**src/hw/rtl/pidcl_pkg.sv**
```systemverilog
// ----------------------------------------------------------------------------
// pidcl_pkg
// Shared constants, register indexes and types of the clamped PID controller.
// ----------------------------------------------------------------------------
package pidcl_pkg;

  localparam int DATA_WIDTH_DEF = 16;
  localparam int GAIN_W         = 16;
  localparam int SUM_W          = 32;
  localparam int FRAC_BITS      = 8;
  localparam int CFG_INDEX_W    = 3;

  // register indexes on the configuration port
  localparam logic [CFG_INDEX_W-1:0] REG_KP_GAIN    = 3'd0;
  localparam logic [CFG_INDEX_W-1:0] REG_KI_DT      = 3'd1;
  localparam logic [CFG_INDEX_W-1:0] REG_KD_OVER_DT = 3'd2;
  localparam logic [CFG_INDEX_W-1:0] REG_CTL_MAX    = 3'd3;
  localparam logic [CFG_INDEX_W-1:0] REG_CTL_MIN    = 3'd4;

  // item kinds
  localparam logic KIND_STEP  = 1'b0;
  localparam logic KIND_CLEAR = 1'b1;

  typedef struct packed {
    logic signed [GAIN_W-1:0] kp_gain;
    logic signed [GAIN_W-1:0] ki_dt;
    logic signed [GAIN_W-1:0] kd_over_dt;
  } gain_set_t;

  function automatic int max_w(input int a, input int b);
    return (a > b) ? a : b;
  endfunction

endpackage

```
**src/hw/rtl/pidcl_in_if.sv**
```systemverilog
// ----------------------------------------------------------------------------
// pidcl_in_if
// Input channel: one beat is a control step or a clear item.
// ----------------------------------------------------------------------------
interface pidcl_in_if #(
  parameter int DATA_WIDTH = 16
);
  logic                         valid;
  logic                         ready;
  logic                         kind;
  logic signed [DATA_WIDTH-1:0] measured;
  logic signed [DATA_WIDTH-1:0] setpoint;

  modport source (output valid, output kind, output measured, output setpoint, input ready);
  modport sink   (input valid, input kind, input measured, input setpoint, output ready);
endinterface

```
**src/hw/rtl/pidcl_out_if.sv**
```systemverilog
// ----------------------------------------------------------------------------
// pidcl_out_if
// Output channel: one beat carries one clamped control value.
// ----------------------------------------------------------------------------
interface pidcl_out_if #(
  parameter int DATA_WIDTH = 16
);
  logic                         valid;
  logic                         ready;
  logic signed [DATA_WIDTH-1:0] control;

  modport source (output valid, output control, input ready);
  modport sink   (input valid, input control, output ready);
endinterface

```
**src/hw/rtl/pidcl_cfg_regs.sv**
```systemverilog
// ----------------------------------------------------------------------------
// pidcl_cfg_regs
// Gain and limit registers behind the plain write port.
// ----------------------------------------------------------------------------
module pidcl_cfg_regs #(
  parameter int DATA_WIDTH = 16
) (
  input  logic                                   clk,
  input  logic                                   rst,
  input  logic                                   cfg_we,
  input  logic [pidcl_pkg::CFG_INDEX_W-1:0]      cfg_index,
  input  logic [pidcl_pkg::max_w(DATA_WIDTH, pidcl_pkg::GAIN_W)-1:0] cfg_data,
  output pidcl_pkg::gain_set_t                   gains,
  output logic signed [DATA_WIDTH-1:0]           ctl_max,
  output logic signed [DATA_WIDTH-1:0]           ctl_min
);
  import pidcl_pkg::*;

  always_ff @(posedge clk) begin
    if (rst) begin
      gains.kp_gain    <= '0;
      gains.ki_dt      <= '0;
      gains.kd_over_dt <= '0;
      ctl_max          <= {1'b0, {(DATA_WIDTH-1){1'b1}}};
      ctl_min          <= {1'b1, {(DATA_WIDTH-1){1'b0}}};
    end else if (cfg_we) begin
      case (cfg_index)
        REG_KP_GAIN:    gains.kp_gain    <= cfg_data[GAIN_W-1:0];
        REG_KI_DT:      gains.ki_dt      <= cfg_data[GAIN_W-1:0];
        REG_KD_OVER_DT: gains.kd_over_dt <= cfg_data[GAIN_W-1:0];
        REG_CTL_MAX:    ctl_max          <= cfg_data[DATA_WIDTH-1:0];
        REG_CTL_MIN:    ctl_min          <= cfg_data[DATA_WIDTH-1:0];
        default: ;
      endcase
    end
  end

endmodule

```
**src/hw/rtl/pidcl_step_calc.sv**
```systemverilog
// ----------------------------------------------------------------------------
// pidcl_step_calc
// One control step: error, saturating integral, three gain products,
// floor shift, clamp and anti-windup correction of the integral.
// ----------------------------------------------------------------------------
module pidcl_step_calc #(
  parameter int DATA_WIDTH = 16
) (
  input  pidcl_pkg::gain_set_t                 gains,
  input  logic signed [DATA_WIDTH-1:0]         ctl_max,
  input  logic signed [DATA_WIDTH-1:0]         ctl_min,
  input  logic                                 first_pending,
  input  logic signed [DATA_WIDTH-1:0]         previous_measure,
  input  logic signed [pidcl_pkg::SUM_W-1:0]   error_sum,
  input  logic signed [DATA_WIDTH-1:0]         measured,
  input  logic signed [DATA_WIDTH-1:0]         setpoint,
  output logic signed [DATA_WIDTH-1:0]         control,
  output logic signed [pidcl_pkg::SUM_W-1:0]   error_sum_next
);
  import pidcl_pkg::*;

  localparam int EW    = DATA_WIDTH + 1;
  localparam int WS    = max_w(SUM_W, EW) + 1;
  localparam int PW_P  = GAIN_W + EW;
  localparam int PW_I  = GAIN_W + SUM_W;
  localparam int ACC_W = max_w(PW_P, PW_I) + 2;

  function automatic logic signed [SUM_W-1:0] sat_sum(input logic signed [WS-1:0] v);
    logic in_range;
    in_range = (v[WS-1:SUM_W-1] == '0) || (v[WS-1:SUM_W-1] == '1);
    if (in_range) begin
      return v[SUM_W-1:0];
    end
    return v[WS-1] ? {1'b1, {(SUM_W-1){1'b0}}} : {1'b0, {(SUM_W-1){1'b1}}};
  endfunction

  logic signed [EW-1:0]         err;
  logic signed [EW-1:0]         delta;
  logic signed [DATA_WIDTH-1:0] prev_eff;
  logic signed [SUM_W-1:0]      sum_add;
  logic signed [SUM_W-1:0]      sum_hi;
  logic signed [PW_P-1:0]       term_p;
  logic signed [PW_I-1:0]       term_i;
  logic signed [PW_P-1:0]       term_d;
  logic signed [ACC_W-1:0]      acc;
  logic signed [ACC_W-1:0]      drive;
  logic signed [ACC_W-1:0]      after_hi;
  logic                         clamp_hi;
  logic                         clamp_lo;

  // derivative is zero on the first step after reset or clear
  assign prev_eff = first_pending ? measured : previous_measure;
  assign err      = EW'(setpoint) - EW'(measured);
  assign delta    = EW'(measured) - EW'(prev_eff);
  assign sum_add  = sat_sum(WS'(error_sum) + WS'(err));

  assign term_p = gains.kp_gain * err;
  assign term_i = gains.ki_dt * sum_add;
  assign term_d = gains.kd_over_dt * delta;

  assign acc   = ACC_W'(term_p) + ACC_W'(term_i) - ACC_W'(term_d);
  // arithmetic shift rounds toward minus infinity
  assign drive = acc >>> FRAC_BITS;

  assign clamp_hi = drive > ACC_W'(ctl_max);
  assign after_hi = clamp_hi ? ACC_W'(ctl_max) : drive;
  assign clamp_lo = after_hi < ACC_W'(ctl_min);

  assign control = clamp_lo ? ctl_min : (clamp_hi ? ctl_max : drive[DATA_WIDTH-1:0]);

  // each clamp that fires takes this step's error back out
  assign sum_hi         = clamp_hi ? sat_sum(WS'(sum_add) - WS'(err)) : sum_add;
  assign error_sum_next = clamp_lo ? sat_sum(WS'(sum_hi) - WS'(err)) : sum_hi;

endmodule

```
**src/hw/rtl/pid_with_clamp_antiwindup.sv**
```systemverilog
// ----------------------------------------------------------------------------
// pid_with_clamp_antiwindup
// PID controller with derivative on measurement and clamp anti-windup.
// ----------------------------------------------------------------------------
// Each beat on sample is registered, then one pass of logic forms the error,
// the saturating 32-bit integral, the three Q8.8 gain products, the output
// clamp and the integral correction, and writes the control value into the
// result register; a beat passes the input register, then the result
// register. A new beat is taken every cycle unless a result stall holds a
// step beat in the input register. The integral loop (saturating add, ki_dt
// multiply, sum, clamp compare, correction back into error_sum) limits the
// clock rate, a combinational path back to error_sum. Clear beats reset the
// integral and measurement history and produce no result. Gains and limits
// are written through cfg_we/cfg_index/cfg_data while the block is idle, a
// user's rule the block does not enforce; unknown indexes are ignored.
// ----------------------------------------------------------------------------
module pid_with_clamp_antiwindup #(
  parameter int DATA_WIDTH = pidcl_pkg::DATA_WIDTH_DEF
) (
  input  logic                                   clk,
  input  logic                                   rst,
  input  logic                                   cfg_we,
  input  logic [pidcl_pkg::CFG_INDEX_W-1:0]      cfg_index,
  input  logic [pidcl_pkg::max_w(DATA_WIDTH, pidcl_pkg::GAIN_W)-1:0] cfg_data,
  pidcl_in_if.sink                               sample,
  pidcl_out_if.source                            result
);
  import pidcl_pkg::*;

  gain_set_t                    gains;
  logic signed [DATA_WIDTH-1:0] ctl_max;
  logic signed [DATA_WIDTH-1:0] ctl_min;

  logic                         s1_valid;
  logic                         s1_kind;
  logic signed [DATA_WIDTH-1:0] s1_measured;
  logic signed [DATA_WIDTH-1:0] s1_setpoint;
  logic                         s1_adv;

  logic signed [SUM_W-1:0]      error_sum;
  logic signed [SUM_W-1:0]      error_sum_next;
  logic signed [DATA_WIDTH-1:0] previous_measure;
  logic                         first_pending;

  logic                         out_valid;
  logic signed [DATA_WIDTH-1:0] out_control;
  logic signed [DATA_WIDTH-1:0] control_next;

  pidcl_cfg_regs #(
    .DATA_WIDTH (DATA_WIDTH)
  ) u_cfg_regs (
    .clk       (clk),
    .rst       (rst),
    .cfg_we    (cfg_we),
    .cfg_index (cfg_index),
    .cfg_data  (cfg_data),
    .gains     (gains),
    .ctl_max   (ctl_max),
    .ctl_min   (ctl_min)
  );

  pidcl_step_calc #(
    .DATA_WIDTH (DATA_WIDTH)
  ) u_step_calc (
    .gains            (gains),
    .ctl_max          (ctl_max),
    .ctl_min          (ctl_min),
    .first_pending    (first_pending),
    .previous_measure (previous_measure),
    .error_sum        (error_sum),
    .measured         (s1_measured),
    .setpoint         (s1_setpoint),
    .control          (control_next),
    .error_sum_next   (error_sum_next)
  );

  // clear beats never need the result slot
  assign s1_adv = s1_valid && ((s1_kind == KIND_CLEAR) || !out_valid || result.ready);

  assign sample.ready   = !s1_valid || s1_adv;
  assign result.valid   = out_valid;
  assign result.control = out_control;

  always_ff @(posedge clk) begin
    if (rst) begin
      s1_valid <= 1'b0;
    end else if (sample.valid && sample.ready) begin
      s1_valid <= 1'b1;
    end else if (s1_adv) begin
      s1_valid <= 1'b0;
    end
  end

  always_ff @(posedge clk) begin
    if (sample.valid && sample.ready) begin
      s1_kind     <= sample.kind;
      s1_measured <= sample.measured;
      s1_setpoint <= sample.setpoint;
    end
  end

  always_ff @(posedge clk) begin
    if (rst) begin
      error_sum        <= '0;
      previous_measure <= '0;
      first_pending    <= 1'b1;
    end else if (s1_adv) begin
      if (s1_kind == KIND_CLEAR) begin
        error_sum        <= '0;
        previous_measure <= '0;
        first_pending    <= 1'b1;
      end else begin
        error_sum        <= error_sum_next;
        previous_measure <= s1_measured;
        first_pending    <= 1'b0;
      end
    end
  end

  always_ff @(posedge clk) begin
    if (rst) begin
      out_valid <= 1'b0;
    end else if (s1_adv && (s1_kind == KIND_STEP)) begin
      out_valid <= 1'b1;
    end else if (result.ready) begin
      out_valid <= 1'b0;
    end
  end

  always_ff @(posedge clk) begin
    if (s1_adv && (s1_kind == KIND_STEP)) begin
      out_control <= control_next;
    end
  end

  a_clear_resets_state: assert property (@(posedge clk) disable iff (rst)
    s1_adv && (s1_kind == KIND_CLEAR) |=> first_pending && (error_sum == '0)
      && (previous_measure == '0))
    else $error("clear beat did not reset controller state");

  a_clear_no_result: assert property (@(posedge clk) disable iff (rst)
    s1_adv && (s1_kind == KIND_CLEAR) && !out_valid |=> !out_valid)
    else $error("clear beat produced a result");

  a_step_gives_result: assert property (@(posedge clk) disable iff (rst)
    s1_adv && (s1_kind == KIND_STEP) |=> out_valid && !first_pending)
    else $error("control step did not load the result register");

  a_stage_not_lost: assert property (@(posedge clk) disable iff (rst)
    s1_valid && !s1_adv |=> s1_valid && $stable(s1_measured) && $stable(s1_setpoint))
    else $error("stalled input stage lost its beat");

endmodule

```
**src/flat_wrapper.sv**
```systemverilog
// flat-port wrapper written by rule: the top's interface ports become plain ports
module pid_with_clamp_antiwindup_flat import pidcl_pkg::*;
#(
  parameter int DATA_WIDTH = pidcl_pkg::DATA_WIDTH_DEF
)
  (clk, rst, cfg_we, cfg_index, cfg_data, sample_valid, sample_kind, sample_measured, sample_setpoint, sample_ready, result_valid, result_control, result_ready);
  pidcl_in_if #(.DATA_WIDTH(DATA_WIDTH)) sample_i ();
  pidcl_out_if #(.DATA_WIDTH(DATA_WIDTH)) result_i ();
  input  logic clk;
  input  logic rst;
  input  logic cfg_we;
  input  logic [pidcl_pkg::CFG_INDEX_W-1:0] cfg_index;
  input  logic [pidcl_pkg::max_w(DATA_WIDTH, pidcl_pkg::GAIN_W)-1:0] cfg_data;
  input wire logic [$bits(sample_i.valid)-1:0] sample_valid;
  input wire logic [$bits(sample_i.kind)-1:0] sample_kind;
  input wire logic [$bits(sample_i.measured)-1:0] sample_measured;
  input wire logic [$bits(sample_i.setpoint)-1:0] sample_setpoint;
  output wire logic [$bits(sample_i.ready)-1:0] sample_ready;
  output wire logic [$bits(result_i.valid)-1:0] result_valid;
  output wire logic [$bits(result_i.control)-1:0] result_control;
  input wire logic [$bits(result_i.ready)-1:0] result_ready;
  assign sample_i.valid = sample_valid;
  assign sample_i.kind = sample_kind;
  assign sample_i.measured = sample_measured;
  assign sample_i.setpoint = sample_setpoint;
  assign sample_ready = sample_i.ready;
  assign result_valid = result_i.valid;
  assign result_control = result_i.control;
  assign result_i.ready = result_ready;
  pid_with_clamp_antiwindup #(.DATA_WIDTH(DATA_WIDTH)) u_core (.clk(clk), .rst(rst), .cfg_we(cfg_we), .cfg_index(cfg_index), .cfg_data(cfg_data), .sample(sample_i), .result(result_i));
endmodule
```
**config.mk**
```make
export PLATFORM = sky130hd
export DESIGN_NAME = pid_with_clamp_antiwindup_flat
export DESIGN_NICKNAME = d
export VERILOG_FILES = /design/src/hw/rtl/pidcl_pkg.sv /design/src/hw/rtl/pidcl_in_if.sv /design/src/hw/rtl/pidcl_out_if.sv /design/src/hw/rtl/pidcl_cfg_regs.sv /design/src/hw/rtl/pidcl_step_calc.sv /design/src/hw/rtl/pid_with_clamp_antiwindup.sv /design/src/flat_wrapper.sv
export SDC_FILE = /design/constraint.sdc
export NUM_CORES = 2
export LEC_CHECK = 0
export BUFFER_PORTS_ARGS = -buffer_cell sky130_fd_sc_hd__buf_2
export CORE_MARGIN = 1.5
export CORE_UTILIZATION = 40
export DETAILED_ROUTE_END_ITERATION = 8
export GPL_TIMING_DRIVEN = 0
export PLACE_DENSITY_LB_ADDON = 0.25
export SLEW_MARGIN = 5
export SYNTH_ARGS = -nofsm -noshare
export SYNTH_HDL_FRONTEND = slang
export SYNTH_SLANG_ARGS = --single-unit
```
**constraint.sdc**
```tcl
create_clock -name clk -period 36 [get_ports clk]
set_input_delay 3.6 -clock clk [delete_from_list [all_inputs] [get_ports clk]]
set_output_delay 3.6 -clock clk [all_outputs]
set_load 0.1 [all_outputs]
```
==> results_dict.tcl <==
set metrics [dict create \
    first_global_vias 47200 \
    first_iter_violations 4120 \
    synthCells 6244 \
    post_cts_buffers 0 \
    die_height_um 379 \
    finalCritPeriodShare 0.749 \
    via_per_inst 5.47 \
    period_minus_slack_ps 26950 \
    rsz0062_at_grt "no" \
    die-area_mm2 0.144 \
    required_ps 36490 \
    cts_hold_buf 0 \
    setup-tns-final_ps 0 \
    cts_resized 0 \
    dr.pass1.iters 5 \
    fin_skew_ps 21.2 \
    mappedNetlistNets 8004 \
    overflow 0 \
    ctsHtreeMaxLevel 4 \
    slowest_delay_ps 1130 \
    grtUsageTotal 0.295 \
    rrSetupSlack_ps 9050 \
    yosysSeqAreaShare 0.0723 \
    timing.rr.end "u_core.error_sum[30]$_SDFFE_PP0P_" \
    end_kind "flip-flop" \
    clockBufferDepth 2 \
    cp_top_family "compound AO/OA/AOI/OAI gates" \
    cp_data_arrival_time_ps 27440 \
    portBuffers 74 \
    ys_async_sr_fraction 0 \
    hp-start "u_core.u_cfg_regs.ctl_min[8]$_SDFFE_PP0P_" \
    finalHoldViolCount 0 \
    synth.area.top_cells "fa_1, ha_1, inv_1, nand2_1, dfxtp_1" \
    place_congestion 1.02 \
    final_cell_mix "fa_1, inv_1, nand2_1, ha_1, and2_1" \
    slowest_stage "nor2_1" \
    status "finished, final reports clean" \
    synth_warnings 0 \
    nNetsFinal 8104 \
    clk_latency_ps 550 \
    min_to "u_core.u_cfg_regs.ctl_min[8]$_SDFFE_PP0P_" \
    holdPathStages 2 \
    yosysTopAreaCell "fa_1" \
    cts_tree "yes" \
    wire_per_inst_um 24.8 \
    antenna_found_initial 7 \
    worst_pin_slew_ps 1390 \
    r2r_cells 68 \
    grt_max_degree 38 \
    final_common_cell "fa_1" \
    synth_cell_types 87 \
    drtAntennaViolNets 0 \
    drive_above_1_share 0.0305 \
    maxSlewHeadroom 0.0704 \
    path_common_cell "fa_1" \
    synth-seq-cells 180 \
    via_count 45000 \
    synth_flop_cell "dfxtp_1" \
    holdWs_ps 459 \
    clk_pin_slew_ps 80 \
    fin_cells 8235 \
    dp_hpwl_um 177000 \
    cp-start-kind "flip-flop" \
    slew_violations 0 \
    hold_class "flip-flop to flip-flop" \
    fp-row-count 137 \
    fillers 14000 \
    grt_pass1_wl_um 309000 \
    setup_viol 0 \
    drv_cap 0 \
    place_inst 8201 \
    path_depth 68 \
    cts_root_buf "clkbuf_16" \
    syn_avg_cell_area_um2 9.07 \
    max_freq_mhz 37.1 \
    rr_startpoint "u_core.s1_measured[1]$_DFFE_PP_" \
    die_width_um 379 \
    synth_area_mm2 0.0566 \
    syn2layout_area_growth_pct 6.14 \
    core_area_mm2 0.140 \
    clock-sinks 180 \
    cts_buffers 17 \
    drt_wl_total_um 204000 \
    pin_count 75 \
    drc_errors 0 \
    synth_top_area_frac 0.446 \
    critPathMaxFanout 11 \
    worstSetupPathType "flip-flop to flip-flop" \
    synth_edf_count 49 \
    crit_buf_inv 9 \
    initial_core_util 0.404 \
]
registers in the layout, summed over array words and instances, names as in the netlist, 16 cells and up:
signal and flops:
u_core.u_cfg_regs.ctl_min 16, u_core.u_cfg_regs.ctl_max 16, u_core.previous_measure 16, u_core.s1_measured 16, u_core.u_cfg_regs.gains 48, u_core.result.control 16, u_core.error_sum 32, u_core.s1_setpoint 16
stage by stage:
stage | cell area (um^2) | util | setup WS [ps]
floorplan | 56600 | - | 17840
global route | 60100 | 0.429 | 8520
finish | 60100 | 0.429 | 9050
global placement | 59300 | 0.424 | 9440
detailed placement | 59500 | 0.425 | 9630
CTS | 60100 | 0.429 | 9490
how the worst max path moves through the flow:
stage	endpoint	startpoint	slack, ps
after floorplan	u_core.error_sum[26]$_SDFFE_PP0P_	u_core.s1_measured[0]$_DFFE_PP_	17840
after global placement	u_core.error_sum[17]$_SDFFE_PP0P_	u_core.s1_measured[1]$_DFFE_PP_	9440
after detailed placement	u_core.error_sum[17]$_SDFFE_PP0P_	u_core.s1_measured[2]$_DFFE_PP_	9630
after CTS	u_core.error_sum[17]$_SDFFE_PP0P_	u_core.s1_measured[2]$_DFFE_PP_	9490
after global routing	u_core.error_sum[24]$_SDFFE_PP0P_	u_core.s1_measured[1]$_DFFE_PP_	8520
final	u_core.error_sum[30]$_SDFFE_PP0P_	u_core.s1_measured[1]$_DFFE_PP_	9050
worst min-delay path, stage by stage (launching register included):
cell	delay (ps)
dfxtp_1	310
nand2_1	50
a21oi_1	50
cells in the mapped netlist, types with 21 or more instances:
cell type and n:
fa_1 1263, inv_1 1247, nand2_1 808, ha_1 440, and2_1 389, nor2_1 262, clkbuf_1 248, a21oi_1 244
dfxtp_1 131, o21ai_0 105, a21o_1 92, xnor2_1 88, nand3_1 63, xor2_1 57, nor3_1 55, edfxtp_1 49
a31oi_1 46, nor2b_1 44, nand4_1 41, and3_1 39, a2111oi_0 27, a211oi_1 27, a221o_1 27, maj3_1 27
o21a_1 27, mux2i_1 22, o211ai_1 22, o22ai_1 22, o21bai_1 21
metal layers:
layer | up-vias | GRT usage | wire (um)
met5 | - | 0 | 27
met4 | 4 | 0.116 | 9200
met1 | 23200 | 0.404 | 86800
li1 | 19700 | - | -
met3 | 288 | 0.0713 | 19200
met2 | 1847 | 0.447 | 89200
cell type report:
class	instances	area, um^2	area share
diodes	2	5.00	0.0000833
plain buffers	273	1070	0.0178
clock buffers	17	425	0.00708
clock inverters	15	214	0.00356
inverters	1254	4710	0.0783
multi-input cells	4537	46800	0.779
flip-flops and latches	180	4090	0.0681
well taps	1876	2350	0.0391
repair buffers	81	433	0.00720
cells by family after synthesis:
logic type | synth area share
AO/OA/AOI/OAI | 0.0973
multiplexers | 0.00627
AND/OR/NAND/NOR | 0.151
adder cells (fa/ha/maj) | 0.548
flip-flops | 0.0723
XOR/XNOR | 0.0224
buffers and inverters | 0.102
Power is left out: the tool's default activity adds up to more than one toggle a clock period on the data nets, which glitch-free logic cannot reach.
